### src/dd_pkg.sv
// Package for the date difference block: constants, status codes and calendar tables.
package dd_pkg;

	localparam int DEF_YEAR_BITS = 12;
	localparam int MIN_YEAR_RST  = 1600;
	localparam int MAX_YEAR_RST  = 3000;

	localparam int DAY_BITS   = 5;
	localparam int MONTH_BITS = 4;
	localparam int COUNT_BITS = 21;
	localparam int CFG_IDX_BITS = 2;

	// floor(x / 100) = (x * DIV100_MUL) >> DIV100_SHIFT holds for every x below 91180.
	localparam int DIV100_MUL   = 83887;
	localparam int DIV100_SHIFT = 23;
	localparam int DIV100_MUL_BITS = 17;

	localparam int DAYS_PER_YEAR = 365;

	localparam logic [CFG_IDX_BITS-1:0] REG_MIN_YEAR = 2'd0;
	localparam logic [CFG_IDX_BITS-1:0] REG_MAX_YEAR = 2'd1;

	typedef enum logic [1:0] {
		ST_OK        = 2'd0,
		ST_START_BAD = 2'd1,
		ST_END_BAD   = 2'd2,
		ST_ORDER     = 2'd3
	} status_t;

	function automatic logic [DAY_BITS-1:0] month_days(input logic [MONTH_BITS-1:0] m,
			input logic leap);
		logic [DAY_BITS-1:0] n;
		unique case (m)
			4'd1, 4'd3, 4'd5, 4'd7, 4'd8, 4'd10, 4'd12: n = 5'd31;
			4'd4, 4'd6, 4'd9, 4'd11: n = 5'd30;
			4'd2: n = leap ? 5'd29 : 5'd28;
			default: n = 5'd0;
		endcase
		return n;
	endfunction

	function automatic logic [8:0] days_before(input logic [MONTH_BITS-1:0] m);
		logic [8:0] n;
		unique case (m)
			4'd1:  n = 9'd0;
			4'd2:  n = 9'd31;
			4'd3:  n = 9'd59;
			4'd4:  n = 9'd90;
			4'd5:  n = 9'd120;
			4'd6:  n = 9'd151;
			4'd7:  n = 9'd181;
			4'd8:  n = 9'd212;
			4'd9:  n = 9'd243;
			4'd10: n = 9'd273;
			4'd11: n = 9'd304;
			4'd12: n = 9'd334;
			default: n = 9'd0;
		endcase
		return n;
	endfunction

endpackage

### src/dd_date_if.sv
// Input channel carrying one start and end date pair per word.
interface dd_date_if #(
	parameter int YEAR_BITS = dd_pkg::DEF_YEAR_BITS
);
	logic                          valid;
	logic                          ready;
	logic [dd_pkg::DAY_BITS-1:0]   start_day;
	logic [dd_pkg::MONTH_BITS-1:0] start_month;
	logic [YEAR_BITS-1:0]          start_year;
	logic [dd_pkg::DAY_BITS-1:0]   end_day;
	logic [dd_pkg::MONTH_BITS-1:0] end_month;
	logic [YEAR_BITS-1:0]          end_year;

	modport source (output valid, start_day, start_month, start_year,
		end_day, end_month, end_year, input ready);
	modport sink (input valid, start_day, start_month, start_year,
		end_day, end_month, end_year, output ready);
endinterface

### src/dd_count_if.sv
// Output channel carrying one day count and status per word.
interface dd_count_if;
	logic                          valid;
	logic                          ready;
	logic [dd_pkg::COUNT_BITS-1:0] day_count;
	logic [1:0]                    status;

	modport source (output valid, day_count, status, input ready);
	modport sink (input valid, day_count, status, output ready);
endinterface

### src/dd_date_unit.sv
// Three-stage date checker and day ordinal calculator for one date.
module dd_date_unit #(
	parameter int YEAR_BITS = dd_pkg::DEF_YEAR_BITS,
	localparam int ORD_BITS = YEAR_BITS + 9
) (
	input  logic                          clk,
	input  logic                          en,
	input  logic [dd_pkg::DAY_BITS-1:0]   day,
	input  logic [dd_pkg::MONTH_BITS-1:0] month,
	input  logic [YEAR_BITS-1:0]          year,
	input  logic [YEAR_BITS-1:0]          min_year,
	input  logic [YEAR_BITS-1:0]          max_year,
	output logic [ORD_BITS-1:0]           ordinal,
	output logic                          ok
);
	localparam int PROD_BITS = YEAR_BITS + dd_pkg::DIV100_MUL_BITS;

	// Stage 1: range checks and the reciprocal product for year / 100.
	logic [dd_pkg::DAY_BITS-1:0]   day_s1;
	logic [dd_pkg::MONTH_BITS-1:0] month_s1;
	logic [YEAR_BITS-1:0]          year_s1;
	logic [PROD_BITS-1:0]          prod_s1;
	logic                          range_ok_s1;

	always_ff @(posedge clk) begin
		if (en) begin
			day_s1      <= day;
			month_s1    <= month;
			year_s1     <= year;
			prod_s1     <= PROD_BITS'(year) *
				PROD_BITS'(dd_pkg::DIV100_MUL);
			range_ok_s1 <= (year >= min_year) && (year <= max_year) &&
				(month >= 4'd1) && (month <= 4'd12);
		end
	end

	// Stage 2: leap rule, day check, day of year and the century terms.
	logic [YEAR_BITS-1:0] cent;
	logic [YEAR_BITS-1:0] rem_full;
	logic                 rem_nz;
	logic                 leap;
	logic [9:0]           doy;

	assign cent     = YEAR_BITS'(prod_s1[PROD_BITS-1:dd_pkg::DIV100_SHIFT]);
	assign rem_full = year_s1 - YEAR_BITS'(cent * YEAR_BITS'(100));
	assign rem_nz   = rem_full[6:0] != 7'd0;
	assign leap     = (year_s1[1:0] == 2'b00 && rem_nz) ||
		(!rem_nz && cent[1:0] == 2'b00);
	assign doy      = {1'b0, dd_pkg::days_before(month_s1)} +
		10'((month_s1 > 4'd2) && leap) + {5'b0, day_s1} - 10'd1;

	logic [YEAR_BITS-1:0] year_s2;
	logic [YEAR_BITS-1:0] ceil100_s2;
	logic [YEAR_BITS-1:0] ceil400_s2;
	logic [8:0]           doy_s2;
	logic                 ok_s2;

	always_ff @(posedge clk) begin
		if (en) begin
			year_s2    <= year_s1;
			ceil100_s2 <= cent + YEAR_BITS'(rem_nz);
			ceil400_s2 <= (cent >> 2) + YEAR_BITS'(rem_nz || cent[1:0] != 2'b00);
			doy_s2     <= doy[8:0];
			ok_s2      <= range_ok_s1 && (day_s1 != 5'd0) &&
				(day_s1 <= dd_pkg::month_days(month_s1, leap));
		end
	end

	// Stage 3: ordinal counted from the first day of year 0.
	logic [YEAR_BITS+1:0] y_plus3;
	logic [ORD_BITS-1:0]  ord_next;

	assign y_plus3  = {2'b00, year_s2} + (YEAR_BITS+2)'(3);
	assign ord_next = ORD_BITS'(year_s2) * ORD_BITS'(dd_pkg::DAYS_PER_YEAR) +
		ORD_BITS'(y_plus3 >> 2) - ORD_BITS'(ceil100_s2) +
		ORD_BITS'(ceil400_s2) + ORD_BITS'(doy_s2);

	logic [ORD_BITS-1:0] ord_s3;
	logic                ok_s3;

	always_ff @(posedge clk) begin
		if (en) begin
			ord_s3 <= ord_next;
			ok_s3  <= ok_s2;
		end
	end

	assign ordinal = ord_s3;
	assign ok      = ok_s3;
endmodule

### src/date_difference_days.sv
// Top level of the Gregorian day difference block.
//
//   channel   direction  word
//   dates     in         start_day, start_month, start_year, end_day, end_month, end_year
//   result    out        day_count, status
//   cfg       in         cfg_we, cfg_index, cfg_data (write only)
//
// Each word passes through three stages of the date units, then the
// compare and subtract stage that holds the output.
// One word is accepted in every cycle while the output stage is empty or being taken.
// A stall at the output holds all four stages at once; nothing is dropped.
// Reset clears the valid bits and loads the year range with 1600 to 3000.
module date_difference_days #(
	parameter int YEAR_BITS = dd_pkg::DEF_YEAR_BITS
) (
	input  logic                            clk,
	input  logic                            arst_n,
	input  logic                            cfg_we,
	input  logic [dd_pkg::CFG_IDX_BITS-1:0] cfg_index,
	input  logic [YEAR_BITS-1:0]            cfg_data,
	dd_date_if.sink                         dates,
	dd_count_if.source                      result
);
	localparam int ORD_BITS = YEAR_BITS + 9;

	logic [YEAR_BITS-1:0] min_year_q;
	logic [YEAR_BITS-1:0] max_year_q;

	always_ff @(posedge clk or negedge arst_n) begin
		if (!arst_n) begin
			min_year_q <= YEAR_BITS'(dd_pkg::MIN_YEAR_RST);
			max_year_q <= YEAR_BITS'(dd_pkg::MAX_YEAR_RST);
		end else if (cfg_we) begin
			unique case (cfg_index)
				dd_pkg::REG_MIN_YEAR: min_year_q <= cfg_data;
				dd_pkg::REG_MAX_YEAR: max_year_q <= cfg_data;
				default: ;
			endcase
		end
	end

	logic v_s1, v_s2, v_s3, v_s4;
	logic adv;

	// The whole pipe moves when the output stage is empty or being taken.
	assign adv          = !v_s4 || result.ready;
	assign dates.ready  = adv;

	always_ff @(posedge clk or negedge arst_n) begin
		if (!arst_n) begin
			v_s1 <= 1'b0;
			v_s2 <= 1'b0;
			v_s3 <= 1'b0;
			v_s4 <= 1'b0;
		end else if (adv) begin
			v_s1 <= dates.valid;
			v_s2 <= v_s1;
			v_s3 <= v_s2;
			v_s4 <= v_s3;
		end
	end

	logic [ORD_BITS-1:0] ord_a, ord_b;
	logic                ok_a, ok_b;

	dd_date_unit #(.YEAR_BITS(YEAR_BITS)) u_start (
		.clk      (clk),
		.en       (adv),
		.day      (dates.start_day),
		.month    (dates.start_month),
		.year     (dates.start_year),
		.min_year (min_year_q),
		.max_year (max_year_q),
		.ordinal  (ord_a),
		.ok       (ok_a)
	);

	dd_date_unit #(.YEAR_BITS(YEAR_BITS)) u_end (
		.clk      (clk),
		.en       (adv),
		.day      (dates.end_day),
		.month    (dates.end_month),
		.year     (dates.end_year),
		.min_year (min_year_q),
		.max_year (max_year_q),
		.ordinal  (ord_b),
		.ok       (ok_b)
	);

	// Start faults win over end faults, and both over the ordering check.
	dd_pkg::status_t              status_next;
	logic [dd_pkg::COUNT_BITS-1:0] count_next;
	logic [ORD_BITS-1:0]          diff;

	assign diff = ord_b - ord_a;

	always_comb begin
		count_next = '0;
		priority if (!ok_a) begin
			status_next = dd_pkg::ST_START_BAD;
		end else if (!ok_b) begin
			status_next = dd_pkg::ST_END_BAD;
		end else if (ord_a > ord_b) begin
			status_next = dd_pkg::ST_ORDER;
		end else begin
			status_next = dd_pkg::ST_OK;
			count_next  = dd_pkg::COUNT_BITS'(diff);
		end
	end

	logic [dd_pkg::COUNT_BITS-1:0] count_s4;
	dd_pkg::status_t              status_s4;

	always_ff @(posedge clk) begin
		if (adv) begin
			count_s4  <= count_next;
			status_s4 <= status_next;
		end
	end

	assign result.valid     = v_s4;
	assign result.day_count = count_s4;
	assign result.status    = status_s4;
endmodule
### src/flat_wrapper.sv
// flat-port wrapper written by rule: the top's interface ports become plain ports
module date_difference_days_flat 
#(
	parameter int YEAR_BITS = dd_pkg::DEF_YEAR_BITS
)
  (clk, arst_n, cfg_we, cfg_index, cfg_data, dates_valid, dates_start_day, dates_start_month, dates_start_year, dates_end_day, dates_end_month, dates_end_year, dates_ready, result_valid, result_day_count, result_status, result_ready);
  dd_date_if #(.YEAR_BITS(YEAR_BITS)) dates_i ();
  dd_count_if result_i ();
  input  logic clk;
  input  logic arst_n;
  input  logic cfg_we;
  input  logic [dd_pkg::CFG_IDX_BITS-1:0] cfg_index;
  input  logic [YEAR_BITS-1:0] cfg_data;
  input wire logic [$bits(dates_i.valid)-1:0] dates_valid;
  input wire logic [$bits(dates_i.start_day)-1:0] dates_start_day;
  input wire logic [$bits(dates_i.start_month)-1:0] dates_start_month;
  input wire logic [$bits(dates_i.start_year)-1:0] dates_start_year;
  input wire logic [$bits(dates_i.end_day)-1:0] dates_end_day;
  input wire logic [$bits(dates_i.end_month)-1:0] dates_end_month;
  input wire logic [$bits(dates_i.end_year)-1:0] dates_end_year;
  output wire logic [$bits(dates_i.ready)-1:0] dates_ready;
  output wire logic [$bits(result_i.valid)-1:0] result_valid;
  output wire logic [$bits(result_i.day_count)-1:0] result_day_count;
  output wire logic [$bits(result_i.status)-1:0] result_status;
  input wire logic [$bits(result_i.ready)-1:0] result_ready;
  assign dates_i.valid = dates_valid;
  assign dates_i.start_day = dates_start_day;
  assign dates_i.start_month = dates_start_month;
  assign dates_i.start_year = dates_start_year;
  assign dates_i.end_day = dates_end_day;
  assign dates_i.end_month = dates_end_month;
  assign dates_i.end_year = dates_end_year;
  assign dates_ready = dates_i.ready;
  assign result_valid = result_i.valid;
  assign result_day_count = result_i.day_count;
  assign result_status = result_i.status;
  assign result_i.ready = result_ready;
  date_difference_days #(.YEAR_BITS(YEAR_BITS)) u_core (.clk(clk), .arst_n(arst_n), .cfg_we(cfg_we), .cfg_index(cfg_index), .cfg_data(cfg_data), .dates(dates_i), .result(result_i));
endmodule
### config.mk
export PLATFORM = sky130hd
export DESIGN_NAME = date_difference_days_flat
export DESIGN_NICKNAME = d
export VERILOG_FILES = /design/src/dd_pkg.sv /design/src/dd_date_if.sv /design/src/dd_count_if.sv /design/src/dd_date_unit.sv /design/src/date_difference_days.sv /design/src/flat_wrapper.sv
export SDC_FILE = /design/constraint.sdc
export NUM_CORES = 1
export LEC_CHECK = 0
export BUFFER_PORTS_ARGS = -buffer_cell sky130_fd_sc_hd__buf_2
export CAP_MARGIN = 10
export CORE_UTILIZATION = 35
export DETAILED_ROUTE_END_ITERATION = 16
export GPL_ROUTABILITY_DRIVEN = 0
export PLACE_DENSITY_LB_ADDON = 0.2
export SLEW_MARGIN = 20
export SYNTH_ARGS = -nofsm -noshare
export SYNTH_HDL_FRONTEND = slang
export SYNTH_HIERARCHICAL = 1
export SYNTH_SLANG_ARGS = --single-unit
### constraint.sdc
create_clock -name clk -period 8.18 [get_ports clk]
set_clock_uncertainty 0.15 [all_clocks]
set_input_delay 1.636 -clock clk [delete_from_list [all_inputs] [get_ports clk]]
set_output_delay 1.636 -clock clk [all_outputs]
set_load 0.01 [all_outputs]
# Word-level counts from Yosys, hierarchy flattened
# Memories as Yosys holds them, arrays and structs flattened. A register that Yosys moved wholly into a read port is not among the register bits.
# Index checks and enable logic that the tools add are counted.
[totals] register_bits=289 mem_bits_ro=288 inputBits=61 out_inout_bits=25 wordCells=155 memories=2
[memory_table] name="(no name shown)" depth=16 word_bits=9 rd=1 rd_ports_with_merged_regs=1 wr=0 line="dd_pkg.sv:44" text="unique case (m)"
[memory_table] name="(no name shown)" depth=16 word_bits=9 rd=1 rd_ports_with_merged_regs=1 wr=0 line="dd_pkg.sv:44"
[classes] add_sub_neg=23 n_mul=6 n_lt_le_gt_ge=13 eq_ne=25 muxes=10 bitwise=2 reduce_logical=42
[op_table] op="multiplier 12 x 17 -> 29 bit (second input constant)" count=2
[op_table] op="adder 21 x 11 -> 21 bit" count=2
[op_table] op="adder 21 x 12 -> 21 bit" count=2
[op_table] op="adder 21 x 9 -> 21 bit" count=2
[op_table] op="multiplier 12 x 9 -> 21 bit (second input constant)" count=2
[op_table] op="subtractor 21 x 12 -> 21 bit" count=2
[op_table] op="== test 4 bit (second input constant)" count=10
[op_table] op="== test 4 x 3 -> 1 bit (second input constant)" count=8
[op_table] op="one-hot mux 5 bit (3 select lines)" count=2
[op_table] op="adder 12 x 2 -> 13 bit (second input constant)" count=2
[op_table] op=">= comparator 12 bit" count=2
[op_table] op="less-or-equal comparator 12 bit" count=2
[op_table] op="greater-than comparator 21 bit" count=1
[op_table] op="subtractor 21 bit" count=1
[op_table] op="adder 9 x 1 -> 9 bit" count=2
[op_table] op="adder 9 x 5 -> 9 bit" count=2
[op_table] op="subtractor 9 x 1 -> 9 bit (second input constant)" count=2
[op_table] op="== test 4 x 2 -> 1 bit (second input constant)" count=4
[op_table] op="logical AND 1 bit" count=16
[op_table] op="adder 6 x 1 -> 7 bit" count=2
[op_table] op="nonzero test 7 bit" count=2
[op_table] op="OR reduction 7 bit" count=2
[op_table] op="subtractor 7 bit" count=2
[op_table] op="multiplier 6 x 5 -> 5 bit (second input constant)" count=2
[op_table] op="20 further kinds" count=45

# Logic depth before layout (Yosys ltp)
[logic_depth] depth_word=11 mapped_depth=25 mapped_depth_nobuf=25

# Modules after synthesis
# The synthesis kept the hierarchy.
[modules_own_cells] mod="dd_date_unit at u_core.u_start" n_inst=1 cells_each=1132 area_per_inst_um2=11791.3 seq_area_each_um2=2702.6
[modules_own_cells] mod="dd_date_unit at u_core.u_end" n_inst=1 cells_each=1110 area_per_inst_um2=11653.7 seq_area_each_um2=2702.6
[modules_own_cells] mod="date_difference_days" n_inst=1 cells_each=306 area_per_inst_um2=3138.0 seq_area_each_um2=1403.8

# Worst setup path after synthesis
# OpenSTA, ideal clock, no wires.
[synth_path] kind="input -> register" startpoint="input result_ready" endpoint="register with a tool-made name" t_arrival_ns=7.952 t_required_ns=7.881 path_slack_ns=-0.071 stages=7 path_buffers=1 path_cell_list="nand2b_1 clkbuf_1 mux2i_1 inv_1 ha_1 o211ai_1 o21ai_0"
[synth_rtl] item="from (decl)" line="flat_wrapper.sv:25" text="input wire logic [$bits(result_i.ready)-1:0] result_ready;"

# Final worst setup path
[layout_path] startpoint="input dates_end_year[9]" endpoint="register u_core.u_end.prod_s1[28] (data pin)"
[layout_between] elab_chain_len=1
[layout_rtl] item="from (decl)" line="flat_wrapper.sv:20" text="input wire logic [$bits(dates_i.end_year)-1:0] dates_end_year;"
[layout_rtl] item="multiplier 12 x 17 -> 29 bit" line="dd_date_unit.sv:30" text="prod_s1 <= PROD_BITS'(year) *"
[layout_rtl] item="to (signal assigned)" line="dd_date_unit.sv:30"
[layout_rtl] item="to (decl)" line="dd_date_unit.sv:22" text="logic [PROD_BITS-1:0] prod_s1;"
# Every way passes these cells.
# A chain may end at the register's enable or synchronous reset.

==> results by group <==
Worst hold path
  – Worst-case hold path end point: u_core/u_start/year_s2[8]
  – Min-delay src: u_core/u_start/year_s1[8]
  – Worst Hold Depth: 0
  – Hold Path Class: register to register

Clock network
  – CTS Root Cell: clkbuf_16
  – Post-CTS Resized: 0
  – Post-CTS Repair Setup Buffers: 0
  – Clk slew on worst S/H paths: 60 ps
  – CTS buffer count: 30
  – Clk sinks: 237
  – # H-tree levels: 1
  – Hold buffer count at CTS: 0
  – Max clock buf depth: 3
  – CTS tree: built
  – Clock latency on the worst-skew pair: 580 ps

Setup path
  – Crit Path Max Fanout: 8
  – CP Cell Sequence: buf_2 > fa_1 > inv_1 > fa_1 > inv_1 > fa_1 > fa_1 > inv_1 > fa_1 > inv_1 > ha_1 > a211oi_1 > o21ai_1 > o211ai_1 > and3_1 > o31ai_2 > a311o_1 > a211oi_2 > a221oi_2
  – Element type at the critical path start: input pin
  – R2R Setup Slk: 1720 ps
  – CP endpoint kind: register
  – Critical path class: input pin to register
  – Crit path largest cell delay: 640 ps
  – Critical Path Most Common Cell: fa_1
  – R2r startpoint: u_core/u_end/year_s2[2]
  – CP max-delay cell: fa_1
  – FF-to-FF End: u_core/u_end/ordinal[20]
  – Crit path arrival time: 6730 ps
  – Required @ worst endpoint: 8360 ps
  – R2R cell count: 23

Final layout
  – # nets final: 3479
  – Final instance area: 29100 µm²
  – Layout area overhead: 9.52%
  – Fill cells: 7349
  – Util after Layout: 38.9%
  – # diodes: 0
  – Layout cell share with drive strength beyond 1: 7.77%

Detailed routing
  – Total wire length: 56.6 mm
  – Via Count: 16984
  – Antenna-violating nets left: 0
  – DRT iter0 DRCs: 732
  – Routed vias/inst: 4.66
  – DRC: 0
  – WL per Instance: 15.5 µm
  – Length of the first detailed-routing pass in iterations: 6

Floorplanning
  – Die area: 77100 µm²
  – Placement Rows: 100
  – I/O pin count: 86
  – Initial core utilization: 35.5%
  – Core ar.: 74800 µm²
  – Die width: 278 µm
  – Die Height: 278 µm

Synthesis
  – Synth Flop Type: edfxtp_1
  – Synth Instances: 2548
  – Cell variety after synth: 79
  – EDFF count, synth: 191
  – Seq cells post-synth: 237
  – Yosys Warn Count: 6
  – Syn Nets: 3375
  – Synthesized area: 26600 µm²
  – Syn_area_per_cell: 10.4 µm²
  – Ys async rst share: 11.8%
  – Post-synthesis sequential area ratio: 25.6%

Global route
  – First-pass GRT wire length: 95.0 mm
  – GRT Util Overall: 15.2%
  – Vias in the first global route: 18177
  – Largest net degree at the start of global routing: 129
  – Gr ovfl total: 0
  – Initial antenna violation count: 1

Run status
  – Status: finished clean

Timing
  – Final worst-path cycle share: 80.1%
  – Max-slew violation count: 0
  – Slew @ Worst Pin: 1030 ps
  – Final WS setup: 1630 ps
  – RSZ-0062 raised after global routing: no
  – F_max: 153 MHz
  – Final hold vios: 0
  – Final setup fails: 0
  – Setup TNS: 0 ps
  – Worst slew margin: 31.3%
  – Tmin final: 6550 ps

Placement
  – IO Port Bufs: 85
  – Post-placement worst setup slack: 977 ps
  – Dpl hpwl: 48.0 mm
  – Placed cell areas: 28200 µm²

Job
  – Max-Cap Viols: 0
## synthesized netlist by cell type, types with 4 or more instances
library cell  instances  area share [%]
o211ai_1             13            0.37
nor2b_1              19            0.45
nor4_1                5            0.12
a211o_1               4            0.13
nand3_1              31            0.58
nand2_1              74             1.0
o21ai_0              59             1.1
nor3_1               23            0.43
mux2i_1               8            0.30
clkbuf_1              6           0.085
nor3b_1               5            0.14
and3_1               14            0.33
a21oi_2               4            0.13
xor2_1               31             1.0
a21o_1               40             1.1
mux2_2               28             1.2
o21ai_1              12            0.23
and2_1                6            0.14
xnor2_1              81             2.7
buf_2                 5           0.094
a21boi_0              5            0.14
fa_1                291              22
dfstp_2              10            0.99
nand3b_1              6            0.17
edfxtp_1            191              22
a31oi_1              14            0.33
nor2_1               81             1.1
dfxtp_1              18             1.4
dfrtp_1              18             1.7
nand4_1              19            0.45
ha_1                475              22
o31ai_1               6            0.17
nand2b_1             21            0.49
o21a_1               20            0.56
inv_1               730              10
a21oi_1              91             1.7
a211oi_1              9            0.25
or2_2                 8            0.19
## layer usage
layer	vias to the layer above	wire, µm	share of wire [%]	track usage, %
li1	8426	-	-	-
met1	8257	28200	50	21.8
met2	250	25900	46	25.0
met3	49	1730	3.1	1.80
met4	2	780	1.4	2.62
met5	-	10	0.018	0
## stage by stage
step | hold slack [ps] | cells
2_1_floorplan | 250 | 2548
3_3_place_gp | 252 | 3589
3_5_place_dp | 255 | 3589
4_1_cts | 268 | 3645
5_1_grt | 274 | 3645
6_report | 269 | 3645
## critical path: cells and delay by family
family	cells	cell delay, ps
buffers and inverters	5	470
adder cells (fa/ha/maj)	6	3050
AO/OA/AOI/OAI	7	1320
AND/OR/NAND/NOR	1	250
## layout by cell type (no fill, tap or decap), types with 14 or more instances in the layout
master     count
a21o_1        40
a21oi_1       91
a31oi_1       14
and3_1        14
buf_2         85
clkbuf_16     30
dfrtp_1       18
dfxtp_1       18
edfxtp_1     191
fa_1         291
ha_1         475
inv_1        730
mux2_2        28
nand2_1       74
nand2b_1      20
nand3_1       31
nand4_1       19
nor2_1        81
nor2b_1       19
nor3_1        23
o21a_1        20
o21ai_0       59
xnor2_1       81
xor2_1        31
## cell families after synthesis
kind of cell	after synthesis	share of synthesized area, %
fa+ha+maj	766	44.3
flops	237	25.6
buf+inv	745	10.6
mux	37	1.54
xor+xnor	114	3.81
simple gates	327	6.18
compound gates	322	8.01
## final cells by class
cell class / count / area [µm²] / share of cell area (%)
Clock inverter: 18 / 135 / 0.464
Tap cell: 969 / 1210 / 4.16
Clock buffer: 38 / 791 / 2.72
Timing Repair Buffer: 87 / 453 / 1.56
Multi-Input combinational cell: 1566 / 17000 / 58.3
Sequential cell: 237 / 6810 / 23.4
Inverter: 730 / 2740 / 9.41
## flip-flops by register name, indices dropped and copies added (netlist names), 4 cells and up, named ones only
signal,cells
u_core/u_start/prod_s1,6
u_core/min_year_q,12
u_core/u_start/ordinal,21
u_core/u_start/year_s2,12
u_core/max_year_q,12
u_core/u_start/month_s1,4
u_core/u_end/ceil100_s2,7
u_core/u_end/year_s2,12
u_core/u_end/ordinal,21
u_core/u_start/ceil400_s2,5
u_core/u_end/month_s1,4
u_core/u_end/prod_s1,6
u_core/u_end/ceil400_s2,5
u_core/u_end/doy_s2,9
u_core/u_end/day_s1,5
u_core/result.day_count,21
u_core/u_end/year_s1,12
u_core/u_start/doy_s2,9
u_core/u_start/year_s1,12
u_core/u_start/day_s1,5
u_core/u_start/ceil100_s2,7
## worst max path at each step
stage | start | end | slack [ps]
2_1_floorplan | dates_end_year[9] | u_core/u_end/prod_s1[28] | 1610
3_3_place_gp | dates_end_year[9] | u_core/u_end/prod_s1[28] | 1090
3_5_place_dp | dates_end_year[9] | u_core/u_end/prod_s1[28] | 980
4_1_cts | dates_end_year[9] | u_core/u_end/prod_s1[28] | 1610
5_1_grt | u_core/u_end/year_s2[2] | u_core/u_end/ordinal[20] | 1360
6_report | dates_end_year[9] | u_core/u_end/prod_s1[28] | 1630
Power is not shown: default switching activity piles up to over one toggle a cycle in this logic, so the estimate is an artifact.
